<file path="config.mk">
export PLATFORM = sky130hd
export DESIGN_NAME = crc8_frame_encoder_top
export DESIGN_NICKNAME = d
export VERILOG_FILES = /design/src/rtl/core/crc8fe_pkg.sv /design/src/rtl/core/crc8fe_front.sv /design/src/rtl/core/crc8fe_queue.sv /design/src/rtl/core/crc8fe_back.sv /design/src/rtl/core/crc8_frame_encoder_top.sv
export SDC_FILE = /design/constraint.sdc
export NUM_CORES = 1
export LEC_CHECK = 0
export BUFFER_PORTS_ARGS = -buffer_cell sky130_fd_sc_hd__buf_2
export CAP_MARGIN = 20
export CELL_PAD_IN_SITES_DETAIL_PLACEMENT = 0
export CELL_PAD_IN_SITES_GLOBAL_PLACEMENT = 1
export CORE_MARGIN = 2
export CORE_UTILIZATION = 51
export DETAILED_ROUTE_END_ITERATION = 7
export HOLD_SLACK_MARGIN = 0.1
export PLACE_DENSITY = 0.83
export REMOVE_ABC_BUFFERS = 1
export SLEW_MARGIN = 10
export SYNTH_ARGS = -nofsm -noshare
export SYNTH_HDL_FRONTEND = slang
export SYNTH_SLANG_ARGS = --single-unit
</file>
<file path="constraint.sdc">
create_clock -name clk -period 4.4 [get_ports clk]
set_clock_uncertainty 0.2 [all_clocks]
set_input_delay 0.66 -clock clk [delete_from_list [all_inputs] [get_ports clk]]
set_output_delay 0.66 -clock clk [all_outputs]
set_load 0.01 [all_outputs]
</file>
<file path="src/rtl/core/crc8fe_pkg.sv">
// ----------------------------------------------------------------------------
// CRC-8 frame encoder package
// Payload types, queue entry type, register indexes and the CRC-8 step.
// ----------------------------------------------------------------------------
`timescale 1ns / 1ps

package crc8fe_pkg;

    localparam int DATA_W    = 8;
    localparam int LEN_W     = 5;
    localparam int CFG_IDX_W = 2;

    localparam logic [DATA_W-1:0] CRC_POLY = 8'h07;
    localparam logic [DATA_W-1:0] CRC_TOP  = 8'h80;
    localparam logic [DATA_W-1:0] CRC_INIT = 8'h00;

    localparam logic [DATA_W-1:0] HEADER_FIRST_RESET  = 8'hAA;
    localparam logic [DATA_W-1:0] HEADER_SECOND_RESET = 8'h55;

    // Configuration register indexes.
    localparam logic [CFG_IDX_W-1:0] REG_HEADER_FIRST  = 2'd0;
    localparam logic [CFG_IDX_W-1:0] REG_HEADER_SECOND = 2'd1;

    // One input transaction.
    typedef struct packed {
        logic [DATA_W-1:0] data_byte;
        logic [DATA_W-1:0] frame_type;
        logic [LEN_W-1:0]  payload_len;
    } in_item_t;

    // One result transaction.
    typedef struct packed {
        logic [DATA_W-1:0] out_byte;
        logic              frame_end;
    } out_item_t;

    // Classified payload byte passed from the front end to the back end.
    typedef struct packed {
        logic              first;
        logic              last;
        logic [DATA_W-1:0] len_byte;
        logic [DATA_W-1:0] frame_type;
        logic [DATA_W-1:0] data_byte;
    } entry_t;

    // Feed one byte into a CRC-8 (MSB first, no reflection, no final xor).
    function automatic logic [DATA_W-1:0] crc_feed(input logic [DATA_W-1:0] crc,
                                                   input logic [DATA_W-1:0] b);
        logic [DATA_W-1:0] c;
        c = crc ^ b;
        for (int k = 0; k < DATA_W; k++) begin
            if ((c & CRC_TOP) != '0) begin
                c = (c << 1) ^ CRC_POLY;
            end else begin
                c = c << 1;
            end
        end
        return c;
    endfunction

endpackage

</file>
<file path="src/rtl/core/crc8fe_front.sv">
// ----------------------------------------------------------------------------
// CRC-8 frame encoder front end
// Accepts payload bytes, tracks the frame position and classifies each byte.
// ----------------------------------------------------------------------------
`timescale 1ns / 1ps

module crc8fe_front #(
    parameter int MAX_PAYLOAD = 27
) (
    input  logic                 clk,
    input  logic                 rst_n,
    input  logic                 push,
    input  crc8fe_pkg::in_item_t in_item,
    input  logic                 q_full,
    output logic                 q_push,
    output crc8fe_pkg::entry_t   q_entry
);
    import crc8fe_pkg::*;

    logic [LEN_W-1:0] bytes_seen_reg;
    logic [LEN_W-1:0] bytes_seen_next;
    logic [LEN_W-1:0] len_reg;
    logic [LEN_W-1:0] len_next;
    logic [LEN_W-1:0] len_eff;
    logic [LEN_W-1:0] count_inc;
    logic             first;
    logic             last;

    assign q_push = push && !q_full;
    assign first  = (bytes_seen_reg == '0);

    // Effective length: latched at the first byte, clamped to 1..MAX_PAYLOAD.
    always_comb
    begin
        if (first) begin
            len_eff = in_item.payload_len;
            if (len_eff == '0) begin
                len_eff = LEN_W'(1);
            end
            if (int'(len_eff) > MAX_PAYLOAD) begin
                len_eff = LEN_W'(MAX_PAYLOAD);
            end
        end else begin
            len_eff = len_reg;
        end
    end

    assign count_inc = bytes_seen_reg + LEN_W'(1);
    assign last      = (count_inc >= len_eff);

    // Frame position update on each accepted transaction.
    always_comb
    begin
        bytes_seen_next = bytes_seen_reg;
        len_next        = len_reg;
        if (q_push) begin
            bytes_seen_next = last ? '0 : count_inc;
            len_next        = len_eff;
        end
    end

    always_ff @(posedge clk or negedge rst_n)
    begin
        if (!rst_n) begin
            bytes_seen_reg <= '0;
            len_reg        <= '0;
        end else begin
            bytes_seen_reg <= bytes_seen_next;
            len_reg        <= len_next;
        end
    end

    // Entry handed to the queue.
    always_comb
    begin
        q_entry.first      = first;
        q_entry.last       = last;
        q_entry.len_byte   = {{(DATA_W-LEN_W){1'b0}}, len_eff} + DATA_W'(1);
        q_entry.frame_type = in_item.frame_type;
        q_entry.data_byte  = in_item.data_byte;
    end

endmodule

</file>
<file path="src/rtl/core/crc8fe_queue.sv">
// ----------------------------------------------------------------------------
// CRC-8 frame encoder entry queue
// Small register queue that decouples the front end from the back end.
// ----------------------------------------------------------------------------
`timescale 1ns / 1ps

module crc8fe_queue #(
    parameter int DEPTH = 4
) (
    input  logic               clk,
    input  logic               rst_n,
    input  logic               wr_push,
    input  crc8fe_pkg::entry_t wr_entry,
    input  logic               rd_pop,
    output crc8fe_pkg::entry_t rd_entry,
    output logic               q_full,
    output logic               q_empty
);
    import crc8fe_pkg::*;

    localparam int PTR_W = (DEPTH > 1) ? $clog2(DEPTH) : 1;
    localparam int CNT_W = $clog2(DEPTH + 1);

    entry_t           mem_reg [DEPTH];
    logic [PTR_W-1:0] wr_ptr_reg;
    logic [PTR_W-1:0] wr_ptr_next;
    logic [PTR_W-1:0] rd_ptr_reg;
    logic [PTR_W-1:0] rd_ptr_next;
    logic [CNT_W-1:0] count_reg;
    logic [CNT_W-1:0] count_next;
    logic             do_wr;
    logic             do_rd;

    assign q_full   = (count_reg == CNT_W'(DEPTH));
    assign q_empty  = (count_reg == '0);
    assign do_wr    = wr_push && !q_full;
    assign do_rd    = rd_pop && !q_empty;
    assign rd_entry = mem_reg[rd_ptr_reg];

    // Pointer and occupancy update.
    always_comb
    begin
        wr_ptr_next = wr_ptr_reg;
        rd_ptr_next = rd_ptr_reg;
        count_next  = count_reg;
        if (do_wr) begin
            wr_ptr_next = (wr_ptr_reg == PTR_W'(DEPTH - 1)) ? '0 : wr_ptr_reg + PTR_W'(1);
        end
        if (do_rd) begin
            rd_ptr_next = (rd_ptr_reg == PTR_W'(DEPTH - 1)) ? '0 : rd_ptr_reg + PTR_W'(1);
        end
        if (do_wr && !do_rd) begin
            count_next = count_reg + CNT_W'(1);
        end else if (do_rd && !do_wr) begin
            count_next = count_reg - CNT_W'(1);
        end
    end

    always_ff @(posedge clk or negedge rst_n)
    begin
        if (!rst_n) begin
            wr_ptr_reg <= '0;
            rd_ptr_reg <= '0;
            count_reg  <= '0;
        end else begin
            wr_ptr_reg <= wr_ptr_next;
            rd_ptr_reg <= rd_ptr_next;
            count_reg  <= count_next;
        end
    end

    // Entry storage needs no reset.
    always_ff @(posedge clk)
    begin
        if (do_wr) begin
            mem_reg[wr_ptr_reg] <= wr_entry;
        end
    end

endmodule

</file>
<file path="src/rtl/core/crc8fe_back.sv">
// ----------------------------------------------------------------------------
// CRC-8 frame encoder back end
// Sequences headers, LEN, TYPE, payload and CRC bytes, one byte per cycle while the output slot is free.
// ----------------------------------------------------------------------------
`timescale 1ns / 1ps

module crc8fe_back (
    input  logic                  clk,
    input  logic                  rst_n,
    input  logic [7:0]            header_first,
    input  logic [7:0]            header_second,
    input  crc8fe_pkg::entry_t    q_entry,
    input  logic                  q_empty,
    output logic                  q_pop,
    input  logic                  out_pop,
    output logic                  out_valid,
    output crc8fe_pkg::out_item_t out_item
);
    import crc8fe_pkg::*;

    typedef enum logic [5:0] {
        S_IDLE = 6'b000001,
        S_HDR2 = 6'b000010,
        S_LEN  = 6'b000100,
        S_TYPE = 6'b001000,
        S_DATA = 6'b010000,
        S_CRC  = 6'b100000
    } state_t;

    state_t            state_reg;
    state_t            state_next;
    logic [DATA_W-1:0] crc_reg;
    logic [DATA_W-1:0] crc_next;
    logic              out_valid_reg;
    logic              out_valid_next;
    out_item_t         out_reg;
    out_item_t         out_next;
    logic              out_ready;

    assign out_ready = !out_valid_reg || out_pop;
    assign out_valid = out_valid_reg;
    assign out_item  = out_reg;

    // Byte sequencer: one output byte per cycle whenever the output slot frees and, in idle, an entry waits.
    always_comb
    begin
        state_next     = state_reg;
        crc_next       = crc_reg;
        out_valid_next = out_valid_reg && !out_pop;
        out_next       = out_reg;
        q_pop          = 1'b0;
        if (out_ready) begin
            case (state_reg)
                S_IDLE:
                begin
                    if (!q_empty) begin
                        out_valid_next = 1'b1;
                        if (q_entry.first) begin
                            out_next   = '{out_byte: header_first, frame_end: 1'b0};
                            state_next = S_HDR2;
                        end else begin
                            out_next   = '{out_byte: q_entry.data_byte, frame_end: 1'b0};
                            crc_next   = crc_feed(crc_reg, q_entry.data_byte);
                            q_pop      = 1'b1;
                            state_next = q_entry.last ? S_CRC : S_IDLE;
                        end
                    end
                end
                S_HDR2:
                begin
                    out_valid_next = 1'b1;
                    out_next       = '{out_byte: header_second, frame_end: 1'b0};
                    state_next     = S_LEN;
                end
                S_LEN:
                begin
                    out_valid_next = 1'b1;
                    out_next       = '{out_byte: q_entry.len_byte, frame_end: 1'b0};
                    crc_next       = crc_feed(CRC_INIT, q_entry.len_byte);
                    state_next     = S_TYPE;
                end
                S_TYPE:
                begin
                    out_valid_next = 1'b1;
                    out_next       = '{out_byte: q_entry.frame_type, frame_end: 1'b0};
                    crc_next       = crc_feed(crc_reg, q_entry.frame_type);
                    state_next     = S_DATA;
                end
                S_DATA:
                begin
                    out_valid_next = 1'b1;
                    out_next       = '{out_byte: q_entry.data_byte, frame_end: 1'b0};
                    crc_next       = crc_feed(crc_reg, q_entry.data_byte);
                    q_pop          = 1'b1;
                    state_next     = q_entry.last ? S_CRC : S_IDLE;
                end
                S_CRC:
                begin
                    out_valid_next = 1'b1;
                    out_next       = '{out_byte: crc_reg, frame_end: 1'b1};
                    crc_next       = CRC_INIT;
                    state_next     = S_IDLE;
                end
                default:
                begin
                    state_next = S_IDLE;
                end
            endcase
        end
    end

    always_ff @(posedge clk or negedge rst_n)
    begin
        if (!rst_n) begin
            state_reg     <= S_IDLE;
            crc_reg       <= CRC_INIT;
            out_valid_reg <= 1'b0;
        end else begin
            state_reg     <= state_next;
            crc_reg       <= crc_next;
            out_valid_reg <= out_valid_next;
        end
    end

    // Output payload register needs no reset.
    always_ff @(posedge clk)
    begin
        out_reg <= out_next;
    end

endmodule

</file>
<file path="src/rtl/core/crc8_frame_encoder_top.sv">
// ----------------------------------------------------------------------------
// CRC-8 frame encoder top level
// Builds serial frames with two sync bytes, LEN, TYPE, payload and a CRC-8.
// ----------------------------------------------------------------------------
// Each payload byte pushed in becomes one queue entry; the back end then
// sends one frame byte per cycle, while the output is taken, through a
// single output register. A payload byte in the middle of a frame yields
// only its data byte, the first byte of a frame also yields the two sync
// bytes, LEN and TYPE before its data, and the last byte is followed by the
// CRC. A queue of QUEUE_DEPTH entries lets push continue while the result
// side stalls, until it fills. Header registers should be written only
// between frames; lengths of 0 are treated as 1 and lengths above
// MAX_PAYLOAD are clamped.
`timescale 1ns / 1ps

module crc8_frame_encoder_top #(
    parameter int MAX_PAYLOAD = 27,
    parameter int QUEUE_DEPTH = 4
) (
    input  logic                                clk,
    input  logic                                rst_n,
    input  logic                                push,
    output logic                                full,
    input  crc8fe_pkg::in_item_t                in_item,
    output logic                                empty,
    input  logic                                pop,
    output crc8fe_pkg::out_item_t               out_item,
    input  logic                                wr_en,
    input  logic [crc8fe_pkg::CFG_IDX_W-1:0]    wr_index,
    input  logic [crc8fe_pkg::DATA_W-1:0]       wr_data
);
    import crc8fe_pkg::*;

    logic [DATA_W-1:0] header_first_reg;
    logic [DATA_W-1:0] header_first_next;
    logic [DATA_W-1:0] header_second_reg;
    logic [DATA_W-1:0] header_second_next;
    logic              q_push;
    logic              q_pop;
    logic              q_full;
    logic              q_empty;
    entry_t            wr_entry;
    entry_t            rd_entry;
    logic              out_valid;

    // Configuration register writes.
    always_comb
    begin
        header_first_next  = header_first_reg;
        header_second_next = header_second_reg;
        if (wr_en) begin
            case (wr_index)
                REG_HEADER_FIRST:  header_first_next  = wr_data;
                REG_HEADER_SECOND: header_second_next = wr_data;
                default:           ;
            endcase
        end
    end

    always_ff @(posedge clk or negedge rst_n)
    begin
        if (!rst_n) begin
            header_first_reg  <= HEADER_FIRST_RESET;
            header_second_reg <= HEADER_SECOND_RESET;
        end else begin
            header_first_reg  <= header_first_next;
            header_second_reg <= header_second_next;
        end
    end

    assign full  = q_full;
    assign empty = !out_valid;

    // Front end: frame tracking and byte classification.
    crc8fe_front #(
        .MAX_PAYLOAD(MAX_PAYLOAD)
    ) u_front (
        .clk    (clk),
        .rst_n  (rst_n),
        .push   (push),
        .in_item(in_item),
        .q_full (q_full),
        .q_push (q_push),
        .q_entry(wr_entry)
    );

    // Decoupling queue.
    crc8fe_queue #(
        .DEPTH(QUEUE_DEPTH)
    ) u_queue (
        .clk     (clk),
        .rst_n   (rst_n),
        .wr_push (q_push),
        .wr_entry(wr_entry),
        .rd_pop  (q_pop),
        .rd_entry(rd_entry),
        .q_full  (q_full),
        .q_empty (q_empty)
    );

    // Back end: byte sequencer and CRC.
    crc8fe_back u_back (
        .clk          (clk),
        .rst_n        (rst_n),
        .header_first (header_first_reg),
        .header_second(header_second_reg),
        .q_entry      (rd_entry),
        .q_empty      (q_empty),
        .q_pop        (q_pop),
        .out_pop      (pop && out_valid),
        .out_valid    (out_valid),
        .out_item     (out_item)
    );

endmodule

</file>
# ---- Word level (Yosys, flattened, before mapping)
# Memory sizes are Yosys's and may differ from the RTL's.
# Index checks and enable logic that the tools add are counted.
dict set report totals {
  ff_bits 57
  latch_bits 0
  ramBits 96
  mem_bits_ro 0
  in_bits 36
  memories 1
}
dict set report classes {
  addsub 6
  mul 0
  div_mod_pow 0
  magnitude_cmp 2
  eq_ne 12
  shift 0
  n_mux 129
  n_bitwise 33
  n_reduce_logical 27
}
# name words width rd rd_ports_with_merged_regs write_ports line_no
set mem_list {}
lappend mem_list {u_queue.mem_reg 4 24 1 0 1 crc8fe_queue.sv:24} ;# entry_t mem_reg [DEPTH];
# operator n
set ops {}
lappend ops {{two-way mux 8 bit} 72}
lappend ops {{two-way mux 3 bit} 33}
lappend ops {{NOT 3 bit} 31}
lappend ops {{one-hot mux 9 bit (6 select lines)} 1}
lappend ops {{one-hot mux 8 bit (5 select lines)} 1}
lappend ops {{one-hot mux 6 bit (5 select lines)} 1}
lappend ops {{two-way mux 5 bit} 5}
lappend ops {{two-way mux 6 bit} 3}
lappend ops {{two-way mux 9 bit} 2}
lappend ops {{XOR 8 bit} 2}
lappend ops {{zero test 5 bit} 2}
lappend ops {{logical AND 1 bit} 7}
lappend ops {{two-way mux 1 bit} 7}
lappend ops {{adder 5 x 1 -> 6 bit, second input constant} 1}
lappend ops {{equality test 6 x 1 -> 1 bit, second input constant} 1}
lappend ops {{equality test 6 x 2 -> 1 bit, second input constant} 1}
lappend ops {{equality test 6 x 3 -> 1 bit, second input constant} 1}
lappend ops {{equality test 6 x 4 -> 1 bit, second input constant} 1}
lappend ops {{equality test 6 x 5 -> 1 bit, second input constant} 1}
lappend ops {{equality test 6 bit, second input constant} 1}
lappend ops {{zero test 1 bit} 6}
lappend ops {{AND reduction 2 bit} 3}
lappend ops {{nonzero test 6 bit} 1}
lappend ops {{adder 5 x 1 -> 5 bit, second input constant} 1}
lappend ops {{other kinds (19)} 24}

# ---- Logic depth before layout (Yosys ltp)
# An unclocked memory read counts as a cell.
dict set report depth {
  ltp_word 49
  depth_mapped 13
  mapped_depth_nobuf 13
}

# ---- Cells and area by module
# A second synthesis with hierarchy kept.
dict set report hier_totals {
  hier_cells 549
  hier_area_um2 7990.2
}
# module instances cells_per_inst area_each_um2 seq_area_each_um2
set by_module_without_submodules {}
lappend by_module_without_submodules {crc8fe_queue 1 173 4200.3 3298.2}
lappend by_module_without_submodules {crc8fe_back 1 237 2260.9 646.9}
lappend by_module_without_submodules {crc8fe_front 1 103 898.4 250.2}
lappend by_module_without_submodules {crc8_frame_encoder_top 1 36 630.6 410.4}

# ---- Worst setup path before layout
# No wires, ideal clock.
dict set report synth_path {
  kind {flip-flop to flip-flop}
  from {register u_front.bytes_seen_reg[0]}
  to {memory u_queue.mem_reg[0][22] (netlist bit), data pin}
  setup_time_ns 0.260
  arrival_time_ns 3.175
  slack_ns 0.764
  stages_incl_launch_ff 14
  period_less_slack_ns 3.636
  path_cell_list {dfrtp_1 > inv_1 > ha_1 > nor4b_4 > o41ai_1 > o32ai_1 > inv_1 > ha_1 > nand2b_1 > a21o_1 > maj3_2 > o211ai_2 > and3_1 > inv_1}
}
dict set report synth_via {
  elab_chain_len 3
}
# item line_no
set synth_rtl {}
lappend synth_rtl {{from (decl)} crc8fe_front.sv:20} ;# logic [LEN_W-1:0] bytes_seen_reg;
lappend synth_rtl {{from (signal assigned)} crc8fe_front.sv:68} ;# bytes_seen_reg <= bytes_seen_next;
lappend synth_rtl {{zero test 5 bit} crc8fe_front.sv:30} ;# assign first = (bytes_seen_reg == '0);
lappend synth_rtl {{via u_front.first} crc8fe_front.sv:26} ;# logic first;
lappend synth_rtl {{two-way mux 5 bit} crc8fe_front.sv:35} ;# if (first) begin
lappend synth_rtl {{via u_front.len_eff[0]} crc8fe_front.sv:24} ;# logic [LEN_W-1:0] len_eff;
lappend synth_rtl {{greater-or-equal comparator 5 bit} crc8fe_front.sv:49} ;# assign last = (count_inc >= len_eff);
lappend synth_rtl {{via u_front.last} crc8fe_front.sv:27} ;# logic last;
lappend synth_rtl {{to (decl)} crc8fe_queue.sv:24}
# The timed path passes the listed nets, and every way through them passes these cells.

# ---- Worst setup path after layout
# Same ends and word-level chain as after synthesis.

==> summary.txt <==
Pwr
  – P_leak: 0.00319 uW
  – Cell Pwr Density: 893 nW/um^2
  – Max rail drop VDD: 0.464 mV

Yosys
  – Dominant register cell in the synthesized netlist: edfxtp_1
  – Flops & latches, synth: 153
  – Sequential share of the synthesized area: 59.4%
  – Average cell area after synthesis: 14.9 sq um
  – Post-Syn Area: 7350 sq um
  – Post-synth EDFFs: 105
  – YS warnings: 0
  – Cells after synthesis: 495
  – Synth cell types: 65
  – Async S/R FF share, synth: 31.4%

Clocking
  – Clk_lat worst skew: 0.43 ns
  – Root buffer cell: clkbuf_16
  – H-Tree Depth: 4
  – CTS Buf Count: 17
  – Post-cts sizing count: 0
  – Register clock-pin slew on the reported worst setup and hold paths: 0.06 ns
  – Hold buffers post-CTS: 1
  – CTS max path bufs: 2
  – Clock sink total: 153
  – Post-CTS Setup Bufs: 0
  – CTS tree: built

Placed design
  – Placed cell count: 715
  – Area post-placement: 7800 sq um
  – Post-Place Worst Slack: 0.653 ns
  – RePlAce Congestion: 0.852
  – Final HPWL DP: 9650 um
  – Port buffer count: 46

Setup path
  – Most frequent CP cell: inv_1
  – Reg2reg setup slack: 0.61 ns
  – CP max-delay cell: nor4b_4
  – Crit path arrival time: 3.76 ns
  – Critical-path maximum fanout: 11
  – R2R depth: 14
  – CP bufs+invs: 4
  – Worst flop-to-flop path startpoint: u_front.bytes_seen_reg[0]$_DFFE_PN0P_
  – CP Class: flip-flop to flip-flop
  – Required time of the critical path: 4.37 ns
  – CP startpoint kind: flip-flop
  – Crit end category: flip-flop
  – CP Cell Sequence: inv_1 > ha_1 > nor4b_4 > o41ai_1 > o32ai_1 > buf_4 > inv_1 > ha_1 > nand2b_1 > a21o_1 > maj3_2 > o211ai_2 > and3_1 > inv_1
  – RR Endpoint: u_queue.mem_reg[0][22]$_DFFE_PP_
  – Crit path max-delay family: simple AND/OR/NAND/NOR gates
  – CP max stage delay: 0.51 ns

Timing
  – Fin. max-slew vios: 0
  – Slew @ Worst Pin: 0.981 ns
  – Final period util: 86.1%
  – Top achievable clock speed: 264 MHz
  – Final worst slack: 0.612 ns
  – Setup_tns: 0 ns
  – Slew headroom: 34.1%
  – Setup Viol. Count Final: 0
  – Unrepaired setup endpoints after global routing: no
  – Final Critical Period: 3.79 ns
  – Final hold violation count: 0

Drt
  – Via/cell ratio: 5.79
  – Final WL: 14200 um
  – Antenna-violating nets left: 0
  – WL/cell: 19.0 um
  – Drt drc: 0
  – Pre-antenna DRT Iters: 7
  – Vias: 4331
  – DRT iter0 DRCs: 500

GRT
  – Grt ovf: 0
  – Largest net degree at the start of global routing: 39
  – Vias in the first global route: 4413
  – First-pass GRT wire length: 23000 um
  – Initial antenna violation count: 0
  – GRT Resource Usage Total: 20.3%

Finish
  – Non-Filler Instances: 748
  – Diode count: 0
  – Largest register FFs: 96
  – Nets: 604
  – Most frequent cells in the layout: 105 x edfxtp_1, 46 x buf_2, 40 x xnor2_1
  – Post-route cell area: 8380 sq um
  – Fraction of layout cells with a size suffix above 1: 27.1%
  – Synth-to-layout area growth: 14.0%
  – Leading cell type in the layout, fill and taps excluded: edfxtp_1

Die
  – Core area: 14000 sq um
  – Ports: 47
  – Die Height: 124 um
  – Initial core utilization: 52.6%
  – Die ar.: 15400 sq um
  – Num rows: 43
  – Die Width: 124 um

Min path
  – Hold Path Cell Cnt: 1
  – Hold endpoint: u_queue.mem_reg[2][5]$_DFFE_PP_
  – Hold wc startpoint: in_item[18]
  – Hold Path Class: input port to flip-flop

Flow run
  – Number of max-cap violations: 0

Outcome
  – Outcome: finished clean
synth_stat cells, drive strengths merged, types with 3 or more instances:
master  number  share of area, %
a222oi       8               1.1
clkbuf       8              0.46
nor3        10              0.68
xnor2       41               5.0
nand2b       5              0.43
dfstp        9               3.2
edfxtp     105                43
nor4b        4              0.68
xor2        21               2.5
nor3b        4              0.54
o21ai       20               1.4
buf         13               1.4
mux4        24               7.7
a21oi        9              0.61
and3         8              0.68
mux2i       12               1.6
a22o         4              0.48
nor2        15              0.77
nand3        4              0.27
ha          12               2.0
dfrtp       39                13
mux2        22               3.4
nand2       25               1.3
inv         15              0.77
and2         6              0.51
a22oi        6              0.61
xnor3        3              0.92
o211ai       3              0.37
logic make-up after synthesis:
group	share of synthesized area [%]
flip-flops	59.4
adder cells (fa/ha/maj)	2.47
XOR/XNOR	8.41
multiplexers	12.7
buffers and inverters	2.60
AND/OR/NAND/NOR	7.39
AO/OA/AOI/OAI	7.05
metrics by stage:
step | power (uW) | util, % | hold WS [ns]
floorplan | 5220 | - | 0.164
global placement | 5990 | 55.7 | 0.266
detailed placement | 6100 | 55.7 | 0.269
CTS | 7540 | 59.9 | 0.229
global route | 8000 | 59.9 | 0.239
finish | 7490 | 59.9 | 0.251
worst max path at each step:
| stage | start | end | depth (start not counted) |
|---|---|---|---|
| after CTS | u_front.bytes_seen_reg[0]$_DFFE_PN0P_ | u_queue.mem_reg[0][22]$_DFFE_PP_ | 14 |
| after floorplan | u_front.bytes_seen_reg[0]$_DFFE_PN0P_ | u_queue.mem_reg[0][22]$_DFFE_PP_ | 13 |
| after global placement | u_front.bytes_seen_reg[0]$_DFFE_PN0P_ | u_queue.mem_reg[2][22]$_DFFE_PP_ | 14 |
| after detailed placement | u_front.bytes_seen_reg[0]$_DFFE_PN0P_ | u_queue.mem_reg[1][22]$_DFFE_PP_ | 14 |
| final | u_front.bytes_seen_reg[0]$_DFFE_PN0P_ | u_queue.mem_reg[0][22]$_DFFE_PP_ | 14 |
| after global routing | u_front.bytes_seen_reg[0]$_DFFE_PN0P_ | u_queue.mem_reg[3][22]$_DFFE_PP_ | 14 |
area by class of cell:
cell class | instances | area, sq um
Clock buffer | 18 | 429
Tap cell | 180 | 225
Inverter | 15 | 56.3
Clock inverter | 14 | 145
Timing Repair Buffer | 62 | 353
Fill cell | 1039 | 5610
Multi-Input combinational cell | 306 | 2810
Sequential cell | 153 | 4370
routing by layer:
metal	vias up	track usage [%]	wire [um]
met4	0	7.58	187
li1	2021	-	-
met3	19	5.13	722
met5	-	0	0
met2	116	31.5	7010
met1	2175	27.7	6270
report_power, final:
group,switching [uW],internal [uW]
logic,1980,1700
clock network,580,837
registers,237,2160
total,2800,4690
No activity file was read; power rests on OpenSTA's default activity.
